==> src/rtl/core/connection_id_hash_table_assert.svh <==
// assertion macros for the connection id hash table
// used by connection_id_hash_table.sv, which supplies clk_i and rst_ni
`ifndef CONNECTION_ID_HASH_TABLE_ASSERT_SVH
`define CONNECTION_ID_HASH_TABLE_ASSERT_SVH

// same-cycle implication
`define CIDH_ASSERT_IMP(lbl, ante, cons, msg) \
  lbl: assert property (@(posedge clk_i) disable iff (!rst_ni) (ante) |-> (cons)) \
    else $error(msg);

// next-cycle implication
`define CIDH_ASSERT_NXT(lbl, ante, cons, msg) \
  lbl: assert property (@(posedge clk_i) disable iff (!rst_ni) (ante) |=> (cons)) \
    else $error(msg);

`endif

==> src/rtl/core/cidh_pkg.sv <==
// shared types, codes and hash constants for the connection id hash table
// no dependencies
`default_nettype none

package cidh_pkg;

  localparam int KEY_BYTES_MAX = 20;
  localparam int VALUE_W       = 16;
  localparam int HOME_BITS     = 16;
  localparam int KEY_MEM_W     = 5 + 32 + 64 + 64;

  localparam logic [1:0] MODE_INSERT = 2'd0;
  localparam logic [1:0] MODE_LOOKUP = 2'd1;
  localparam logic [1:0] MODE_DELETE = 2'd2;

  localparam logic [1:0] ST_DONE      = 2'd0;
  localparam logic [1:0] ST_NOT_FOUND = 2'd1;
  localparam logic [1:0] ST_BAD_LEN   = 2'd2;
  localparam logic [1:0] ST_FULL      = 2'd3;

  // fnv-1a style 64-bit hash with a nonstandard offset; prime is 2^40 + 435
  localparam logic [63:0] FNV_OFFSET    = 64'd1469598103934665603;
  localparam int          FNV_PRIME_SH  = 40;
  localparam logic [63:0] FNV_PRIME_LOW = 64'd435;

  typedef struct packed {
    logic [1:0]  mode;
    logic [63:0] key_word0;
    logic [63:0] key_word1;
    logic [31:0] key_word2;
    logic [4:0]  key_length;
    logic [15:0] value_handle;
  } req_t;

  typedef struct packed {
    logic [1:0]  status;
    logic [15:0] value_out;
    logic [9:0]  slot_index;
  } rsp_t;

  typedef struct packed {
    logic [1:0]           mode;
    logic [63:0]          key0;
    logic [63:0]          key1;
    logic [31:0]          key2;
    logic [4:0]           len;
    logic [VALUE_W-1:0]   handle;
    logic [HOME_BITS-1:0] home;
    logic                 bad;
  } job_t;

  // ones in the low n bytes of a 64-bit word
  function automatic logic [63:0] byte_mask64(input logic [4:0] n);
    logic [63:0] m;
    for (int i = 0; i < 8; i++) begin
      m[8*i +: 8] = {8{5'(i) < n}};
    end
    return m;
  endfunction

endpackage

`default_nettype wire

==> src/rtl/core/cidh_queue.sv <==
// two-entry queue of hashed jobs between front and back end
// depends on cidh_pkg
`default_nettype none

module cidh_queue (
  input  wire logic           clk_i,
  input  wire logic           rst_ni,
  input  wire logic           push_i,
  input  wire cidh_pkg::job_t job_i,
  input  wire logic           pop_i,
  output cidh_pkg::job_t      head_o,
  output logic                full_o,
  output logic                empty_o
);

  cidh_pkg::job_t ent_q [2];
  logic           wr_q;
  logic           rd_q;
  logic [1:0]     cnt_q;

  assign full_o  = (cnt_q == 2'd2);
  assign empty_o = (cnt_q == 2'd0);
  assign head_o  = ent_q[rd_q];

  always_ff @(posedge clk_i) begin
    if (push_i) begin
      ent_q[wr_q] <= job_i;
    end
  end

  always_ff @(posedge clk_i or negedge rst_ni) begin
    if (!rst_ni) begin
      wr_q  <= 1'b0;
      rd_q  <= 1'b0;
      cnt_q <= 2'd0;
    end else begin
      if (push_i) begin
        wr_q <= ~wr_q;
      end
      if (pop_i) begin
        rd_q <= ~rd_q;
      end
      cnt_q <= cnt_q + {1'b0, push_i} - {1'b0, pop_i};
    end
  end

endmodule

`default_nettype wire

==> config.mk <==
export PLATFORM = sky130hd
export DESIGN_NAME = cidh_queue
export DESIGN_NICKNAME = d
export VERILOG_FILES = /design/src/rtl/core/connection_id_hash_table_assert.svh /design/src/rtl/core/cidh_pkg.sv /design/src/rtl/core/cidh_queue.sv
export SDC_FILE = /design/constraint.sdc
export NUM_CORES = 1
export LEC_CHECK = 0
export BUFFER_PORTS_ARGS = -buffer_cell sky130_fd_sc_hd__buf_2
export CAP_MARGIN = 20
export CORE_ASPECT_RATIO = 1.4
export CORE_UTILIZATION = 47
export CTS_CLUSTER_DIAMETER = 50
export DETAILED_ROUTE_END_ITERATION = 16
export GPL_ROUTABILITY_DRIVEN = 1
export PLACE_DENSITY = 0.78
export SLEW_MARGIN = 10
export SYNTH_ARGS = -nofsm -noshare
export SYNTH_HDL_FRONTEND = slang
export SYNTH_SLANG_ARGS = --single-unit
==> constraint.sdc <==
create_clock -name clk_i -period 10.3 [get_ports clk_i]
set_clock_uncertainty 0.1 [all_clocks]
set_input_delay 2.06 -clock clk_i [delete_from_list [all_inputs] [get_ports clk_i]]
set_output_delay 2.06 -clock clk_i [all_outputs]
set_load 0.03 [all_outputs]
==> impl_metrics.env <==
export IMPL_status="finished clean"
export IMPL_clock_sinks=404
export IMPL_grt_pass1_vias=7853
export IMPL_syn_area_per_cell_sq_um=23.1
export IMPL_syn_nets=843
export IMPL_gp_congestion=0.758
export IMPL_cts_made_buffers=39
export IMPL_worstPathRequired_ps=8140
export IMPL_die_y_microns=211
export IMPL_grt_ovfl_total=0
export IMPL_hold_start="wr_q$_DFFE_PN0P_"
export IMPL_setup_worst_path_end_class="output pin"
export IMPL_core_rowCount=76
export IMPL_drive_above_1_share=0.609
export IMPL_netlist_instances=637
export IMPL_finalCritPeriodShare=0.516
export IMPL_path_buf_inv=2
export IMPL_crit_path_start="rd_q$_DFFE_PN0P_"
export IMPL_min_period_ps=5310
export IMPL_cts_resized=0
export IMPL_slew_headroom=0.279
export IMPL_cts_tree="built"
export IMPL_nFillCells=2316
export IMPL_yosysWarnings=0
export IMPL_finalWirelength_microns=28700
export IMPL_p_leak_nw=6.84
export IMPL_syn_cell_area_sq_um=14700
export IMPL_fmax_ghz=0.188
export IMPL_final_common_cell="buf_2"
export IMPL_crit_path_start_kind="flip-flop"
export IMPL_grt_start_max_net_pins=81
export IMPL_cts_path_max_buffers=3
export IMPL_ioPinCount=406
export IMPL_cts_setup_buffers=0
export IMPL_seq_area_frac_synth=0.824
export IMPL_finalSetupTns_ps=0
export IMPL_area_growth_pct=24.0
export IMPL_start_util=0.477
export IMPL_drv_slew=0
export IMPL_layout_nets=1274
export IMPL_dieArea_sq_um=32000
export IMPL_vias_per_cell=5.01
export IMPL_stdcell_area_sq_um=18200
export IMPL_antenna_found_initial=9
export IMPL_total_power_w=0.00547
export IMPL_drtIter0Drc=340
export IMPL_place_hpwl_microns=19200
export IMPL_io_buffers=405
export IMPL_vias=7462
export IMPL_r2r_start="wr_q$_DFFE_PN0P_"
export IMPL_path_clk_slew_ps=60
export IMPL_yosysUniqueCellTypes=12
export IMPL_die_x_microns=151
export IMPL_postCtsHoldBufs=0
export IMPL_ys_ff_latch=404
export IMPL_place_ws_ps=5490
export IMPL_max_cap_violations=0
export IMPL_slowest_delay_ps=1090
export IMPL_insertion_delay_ps=510
export IMPL_dr_pass1_iters=4
export IMPL_synth_area_leaders="edfxtp_1 82%, mux2_2 15%, buf_6 1.6%"
export IMPL_grtUsageTotal=0.172
export IMPL_whs_ps=471
export IMPL_dpl_instance_area_sq_um=17000
export IMPL_arrival_ps=3150
export IMPL_setup_violations=0
export IMPL_rsz0062_at_grt="false"
export IMPL_grt_first_pass_wirelength_microns=41000
export IMPL_power_density_nw_per_um2=300
export IMPL_slowest_stage="dfrtp_4"
export IMPL_final_cell_mix="405 x buf_2, 400 x edfxtp_1, 200 x mux2_2"
export IMPL_h_tree_depth=2
export IMPL_peakVddDrop_mv=0.180
export IMPL_crit_chain="buf_4, mux2_2, buf_2"
export IMPL_core_sq_um=30800
export IMPL_yosys_area_top_type_share=0.817
export IMPL_worstMarginPinSlew_ps=1080
export IMPL_crit_type="reg2out"
export IMPL_hold_path_class="reg2reg"
export IMPL_finalHoldViolCount=0
export IMPL_synth_area_leader_cell="edfxtp_1"
export IMPL_layout_setup_ws_ps=4990
export IMPL_wl_per_cell_microns=19.3
export IMPL_crit_fanout=76
export IMPL_post_route_drc_count=0
export IMPL_root_buffer="clkbuf_16"
export IMPL_ant_nets=0
export IMPL_cp_top_family="flip-flops"
## metrics by stage
step           instances   util
3_3_place_gp        1417  0.553
3_5_place_dp        1417  0.553
6_report            1489  0.592
5_1_grt             1489  0.592
2_1_floorplan        637      -
4_1_cts             1480  0.591
## sequential cells by signal (all words and copies together) (netlist names)
register  cells
cnt_q         2
ent_q       400
rd_q          1
wr_q          1
## power breakdown
group	switching, W	internal [W]
combinational	0.00122	0.000630
clock	0.000558	0.000751
sequential	0.000129	0.00219
total	0.00190	0.00357
## layout make-up
cell class                 count  area [sq um]  share of cell area
timing repair buffer         412          2080               0.114
inverter                       2          7.51            0.000412
multi-input combinational    209          2350               0.129
sequential                   404         12100               0.665
tap                          390           488              0.0268
clock inverter                11          93.8             0.00515
clock buffer                  52          1070              0.0586
antenna                        9          22.5             0.00124
## worst paths after layout
kind | endpoint | slack [ps] | cells past startpoint
setup reg to reg | ent_q[0][187]$_DFFE_PP_ | 7740 | 3
hold reg to reg | wr_q$_DFFE_PN0P_ | 470 | 1
min in group asynchronous | rd_q$_DFFE_PN0P_ | 1250 | 1
hold / removal | wr_q$_DFFE_PN0P_ | 470 | 1
max in group asynchronous | rd_q$_DFFE_PN0P_ | 8690 | 1
setup / recovery | head_o[40] | 4990 | 3
## logic make-up (layout without fill, tap and decap cells)
logic type    Yosys count  count (layout)  share of synthesized area
flops                 404             404                      0.824
mux                   200             200                      0.153
buf+inv                24             477                     0.0169
simple gates            4               4                    0.00153
xor+xnor                3               3                    0.00281
fa+ha+maj               2               2                    0.00170
other cells             0               9                          0
## cell usage after synthesis
cell / n
ha_1: 2
edfxtp_1: 400
nor2_1: 1
and2_1: 1
buf_6: 21
dfrtp_1: 4
buf_2: 1
mux2_2: 200
xor3_1: 1
inv_1: 2
xor2_1: 2
nor2b_1: 2
## routing by layer
| metal | vias to the layer above | share of wire | GRT usage |
|---|---|---|---|
| met5 | - | 0 | 0 |
| met4 | 0 | 0.044 | 0.0914 |
| met3 | 79 | 0.076 | 0.0527 |
| met2 | 293 | 0.54 | 0.313 |
| met1 | 3672 | 0.34 | 0.172 |
| li1 | 3418 | - | - |
Note: power is estimated with default switching activity, not from simulation.
