**src/rtl/core/connection_id_hash_table_assert.svh**
```systemverilog
// assertion macros for the connection id hash table
// used by connection_id_hash_table.sv, which supplies clk_i and rst_ni
`ifndef CONNECTION_ID_HASH_TABLE_ASSERT_SVH
`define CONNECTION_ID_HASH_TABLE_ASSERT_SVH

// same-cycle implication
`define CIDH_ASSERT_IMP(lbl, ante, cons, msg) \
  lbl: assert property (@(posedge clk_i) disable iff (!rst_ni) (ante) |-> (cons)) \
    else $error(msg);

// next-cycle implication
`define CIDH_ASSERT_NXT(lbl, ante, cons, msg) \
  lbl: assert property (@(posedge clk_i) disable iff (!rst_ni) (ante) |=> (cons)) \
    else $error(msg);

`endif

```
**src/rtl/core/cidh_pkg.sv**
```systemverilog
// shared types, codes and hash constants for the connection id hash table
// no dependencies
`default_nettype none

package cidh_pkg;

  localparam int KEY_BYTES_MAX = 20;
  localparam int VALUE_W       = 16;
  localparam int HOME_BITS     = 16;
  localparam int KEY_MEM_W     = 5 + 32 + 64 + 64;

  localparam logic [1:0] MODE_INSERT = 2'd0;
  localparam logic [1:0] MODE_LOOKUP = 2'd1;
  localparam logic [1:0] MODE_DELETE = 2'd2;

  localparam logic [1:0] ST_DONE      = 2'd0;
  localparam logic [1:0] ST_NOT_FOUND = 2'd1;
  localparam logic [1:0] ST_BAD_LEN   = 2'd2;
  localparam logic [1:0] ST_FULL      = 2'd3;

  // fnv-1a style 64-bit hash with a nonstandard offset; prime is 2^40 + 435
  localparam logic [63:0] FNV_OFFSET    = 64'd1469598103934665603;
  localparam int          FNV_PRIME_SH  = 40;
  localparam logic [63:0] FNV_PRIME_LOW = 64'd435;

  typedef struct packed {
    logic [1:0]  mode;
    logic [63:0] key_word0;
    logic [63:0] key_word1;
    logic [31:0] key_word2;
    logic [4:0]  key_length;
    logic [15:0] value_handle;
  } req_t;

  typedef struct packed {
    logic [1:0]  status;
    logic [15:0] value_out;
    logic [9:0]  slot_index;
  } rsp_t;

  typedef struct packed {
    logic [1:0]           mode;
    logic [63:0]          key0;
    logic [63:0]          key1;
    logic [31:0]          key2;
    logic [4:0]           len;
    logic [VALUE_W-1:0]   handle;
    logic [HOME_BITS-1:0] home;
    logic                 bad;
  } job_t;

  // ones in the low n bytes of a 64-bit word
  function automatic logic [63:0] byte_mask64(input logic [4:0] n);
    logic [63:0] m;
    for (int i = 0; i < 8; i++) begin
      m[8*i +: 8] = {8{5'(i) < n}};
    end
    return m;
  endfunction

endpackage

`default_nettype wire

```
**src/rtl/core/cidh_front.sv**
```systemverilog
// front end: takes requests, checks length, masks key bytes, hashes one byte a cycle
// depends on cidh_pkg
`default_nettype none

module cidh_front (
  input  wire logic          clk_i,
  input  wire logic          rst_ni,
  input  wire logic          in_valid_i,
  output logic               in_stall_o,
  input  wire cidh_pkg::req_t in_req_i,
  input  wire logic          hold_i,
  input  wire logic          full_i,
  output logic               push_o,
  output cidh_pkg::job_t     job_o
);

  typedef enum logic [1:0] {F_IDLE, F_HASH, F_PUSH} fstate_e;

  fstate_e          state_q;
  cidh_pkg::job_t   job_q;
  logic [63:0]      h_q;
  logic [4:0]       idx_q;
  logic [19:0][7:0] kbytes;
  logic [63:0]      hx;
  logic [4:0]       len_in;
  logic             bad_in;

  assign kbytes = {job_q.key2, job_q.key1, job_q.key0};
  assign hx     = h_q ^ {56'd0, kbytes[idx_q]};
  assign len_in = in_req_i.key_length;
  assign bad_in = (len_in == 5'd0) || (len_in > 5'(cidh_pkg::KEY_BYTES_MAX));

  assign in_stall_o = (state_q != F_IDLE) || hold_i;
  assign push_o     = (state_q == F_PUSH) && !full_i;

  always_comb begin
    job_o      = job_q;
    job_o.home = h_q[cidh_pkg::HOME_BITS-1:0];
  end

  always_ff @(posedge clk_i or negedge rst_ni) begin
    if (!rst_ni) begin
      state_q <= F_IDLE;
      job_q   <= '0;
      h_q     <= '0;
      idx_q   <= '0;
    end else begin
      case (state_q)
        F_IDLE: begin
          if (in_valid_i && !in_stall_o) begin
            job_q.mode   <= in_req_i.mode;
            job_q.key0   <= in_req_i.key_word0 & cidh_pkg::byte_mask64(len_in);
            job_q.key1   <= in_req_i.key_word1 &
                            cidh_pkg::byte_mask64(len_in > 5'd8 ? len_in - 5'd8 : 5'd0);
            job_q.key2   <= in_req_i.key_word2 & 32'(
                            cidh_pkg::byte_mask64(len_in > 5'd16 ? len_in - 5'd16 : 5'd0));
            job_q.len    <= len_in;
            job_q.handle <= in_req_i.value_handle;
            job_q.home   <= '0;
            job_q.bad    <= bad_in;
            h_q          <= cidh_pkg::FNV_OFFSET;
            idx_q        <= 5'd0;
            state_q      <= bad_in ? F_PUSH : F_HASH;
          end
        end
        F_HASH: begin
          h_q   <= (hx << cidh_pkg::FNV_PRIME_SH) + 64'(hx * cidh_pkg::FNV_PRIME_LOW);
          idx_q <= idx_q + 5'd1;
          if (idx_q == job_q.len - 5'd1) begin
            state_q <= F_PUSH;
          end
        end
        F_PUSH: begin
          if (!full_i) begin
            state_q <= F_IDLE;
          end
        end
        default: state_q <= F_IDLE;
      endcase
    end
  end

endmodule

`default_nettype wire

```
**config.mk**
```make
export PLATFORM = sky130hd
export DESIGN_NAME = cidh_front
export DESIGN_NICKNAME = d
export VERILOG_FILES = /design/src/rtl/core/connection_id_hash_table_assert.svh /design/src/rtl/core/cidh_pkg.sv /design/src/rtl/core/cidh_front.sv
export SDC_FILE = /design/constraint.sdc
export NUM_CORES = 1
export LEC_CHECK = 0
export BUFFER_PORTS_ARGS = -buffer_cell sky130_fd_sc_hd__buf_2
export CAP_MARGIN = 40
export CORE_ASPECT_RATIO = 1.1
export CORE_MARGIN = 5
export CORE_UTILIZATION = 51
export DETAILED_ROUTE_END_ITERATION = 8
export PLACE_DENSITY = 0.82
export SYNTH_ARGS = -nofsm -noshare
export SYNTH_HDL_FRONTEND = slang
export SYNTH_SLANG_ARGS = --single-unit
export TNS_END_PERCENT = 100
```
**constraint.sdc**
```tcl
create_clock -name clk_i -period 6.8 [get_ports clk_i]
set_clock_uncertainty 0.05 [all_clocks]
set_input_delay 1.02 -clock clk_i [delete_from_list [all_inputs] [get_ports clk_i]]
set_output_delay 1.02 -clock clk_i [all_outputs]
set_load 0.01 [all_outputs]
```
==> flow_metrics.tcl <==
set metrics [dict create \
    status "complete, no violations" \
    antenna_found_initial 4 \
    cts.sinks 207 \
    hold_class "reg -> reg" \
    rows 56 \
    wl_per_cell_um 23.6 \
    reg2reg_from "idx_q[0]" \
    hpwl_um 30700 \
    via_per_inst 5.82 \
    ys_seq_elements 207 \
    grt_pass1_wl_um 58400 \
    hold_viol_final 0 \
    slew_headroom_pct 35.0 \
    first_global_vias 9736 \
    crit_path_start_kind "register" \
    fin_nets 1617 \
    ys_warn_count 0 \
    synthArstFlopShare_pct 100 \
    cp.arrival_ns 6.72 \
    cts_buffers 21 \
    end_kind "register" \
    worst_hold_startpoint "job_o[30]" \
    min_to "job_o[30]" \
    cts_buffer_depth 3 \
    yosys-top-cells-area "dfrtp_1, a22o_1, mux4_2" \
    clkSlewWorstSetupHoldPaths_ns 0.06 \
    yosysTopAreaCellShare_pct 47.0 \
    die_x_um 150 \
    area.growth.synth_to_final_pct 27.1 \
    vias 9640 \
    whs_path_depth 2 \
    worst-setup-path-type "reg -> reg" \
    setup_viol 0 \
    synth_edf_count 0 \
    ctsResizeCount 0 \
    most-common-layout-cells "buf_2, dfrtp_1, nand2_1, a22o_1, inv_1" \
    fin_util_pct 65.7 \
    avgSynthCellArea_sq_um 11.3 \
    grt_max_degree 80 \
    fin_crit_sh_pct 93.9 \
    post-cts-setup-buffers 0 \
    track_usage_pct 31.3 \
    syn_inst 974 \
    port_buffers 389 \
    final_common_cell "buf_2" \
    finalCriticalPeriod_ns 6.38 \
    htree_levels 1 \
    drt_first_pass_iters 5 \
    reg2reg_depth 20 \
    synth_nets 1242 \
    fillCellCount 1697 \
    clock_latency_ns 0.51 \
    cts_tree "yes" \
    drt_wl_total_um 39100 \
    rr_endpoint "h_q[15]" \
    fmax_mhz 157 \
    coreArea_sq_um 21300 \
    ff2ff_setup_slack_ns 0.42 \
    crit_required_ns 7.14 \
    ant_nets 0 \
    pin_count 390 \
    fin_setup_tns_ns 0 \
    detail_route.drc_violations 0 \
    maxSlewViolCount 0 \
    die_y_um 164 \
    cp_max_fo 16 \
    synth_top_area_cell "dfrtp_1" \
    cap_violations 0 \
    rsz0062_at_grt "false" \
    ys_seq_area_share_pct 47.0 \
    synth_cell_types 43 \
    overflow 0 \
    drive_gt1_share_pct 36.0 \
    dieArea_sq_um 24600 \
    holdBufCountCts 0 \
    initial_utilization_pct 51.7 \
    ys.flop_type "dfrtp_1" \
    drt_iter0_drc 871 \
    root_buffer "clkbuf_16" \
    routabilityCongestion 0.961 \
    worst_slew_pin_slew_ns 0.975 \
    synth_area_sq_um 11000 \
]
[synth_stat cells (all sizes together) (3+ instances only)]
library cell and instances:
nor3 8, dfrtp 207, a211oi 11, fa 32, nor4 3, nand2 169, nand2b 4, inv 63
xnor2 29, a31oi 9, a21o 4, nand3 48, nor2 20, a21oi 18, buf 12, a22o 120
o21ai 30, or2 3, mux4 42, mux2i 4, o21a 3, xor2 10, nor2b 9, clkbuf 48
ha 48
[metal layers]
metal | up-vias | track usage (%) | part of all wire (%)
li1 | 4228 | - | -
met1 | 4723 | 40.5 | 36
met2 | 569 | 53.1 | 51
met3 | 116 | 6.07 | 8.7
met4 | 4 | 10.6 | 4.0
met5 | - | 0 | 0.082
[area by class of cell]
class                      count  area, sq um  share of cell area [%]
multi-input combinational    644         5350                    38.2
sequential                   207         5180                    37.0
timing repair buffer         412         2220                    15.8
clock buffer                  29          596                    4.25
tap                          290          363                    2.59
inverter                      63          236                    1.69
clock inverter                 8         47.5                   0.340
antenna                        3         7.51                  0.0536
[critical path: stages (launching register included)]
cell,delay [ns]
dfrtp_2,0.61
buf_12,0.23
mux4_1,0.57
mux4_2,0.49
a21oi_1,0.22
xnor2_1,0.16
ha_1,0.36
inv_1,0.10
fa_1,0.54
inv_1,0.05
fa_1,0.50
fa_1,0.49
ha_1,0.31
ha_1,0.34
or2_2,0.30
a21oi_1,0.19
o21bai_1,0.12
a31o_2,0.26
a21oi_1,0.17
xnor2_1,0.13
o21ai_0,0.08
[sequential cells by signal, summed over array words and instances, names as in the netlist]
| name | cells |
|---|---|
| h_q | 16 |
| job_o | 184 |
| idx_q | 5 |
| state_q | 2 |
[stage by stage]
stage               hold WS (ns)  instance area [sq um]  setup slack, ns  instances
floorplan                  0.464                  11000            0.908        974
global placement           0.402                  13200            0.490       1609
detailed placement         0.408                  13400            0.441       1616
CTS                        0.424                  14000            0.417       1653
global route               0.437                  14000           0.0592       1655
finish                     0.422                  14000            0.417       1656
[worst max-delay path by stage]
stage | startpoint | endpoint | depth (start not counted)
after floorplan | idx_q[0] | h_q[15] | 23
after global placement | idx_q[0] | h_q[15] | 20
after detailed placement | idx_q[0] | h_q[15] | 20
after CTS | idx_q[0] | h_q[15] | 20
after global routing | idx_q[0] | h_q[15] | 20
final | idx_q[0] | h_q[15] | 20
[cells by family after synthesis]
family                   after synthesis  share of synthesized area [%]
AND/OR/NAND/NOR                      273                           10.6
flip-flops                           207                           47.0
AO/OA/AOI/OAI                        206                           14.3
buffers and inverters                123                           4.55
adder cells (fa/ha/maj)               80                           11.3
multiplexers                          46                           9.19
XOR/XNOR                              39                           3.10
Power is not shown: default switching activity piles up to over one toggle a cycle in this logic, so the estimate is an artifact.
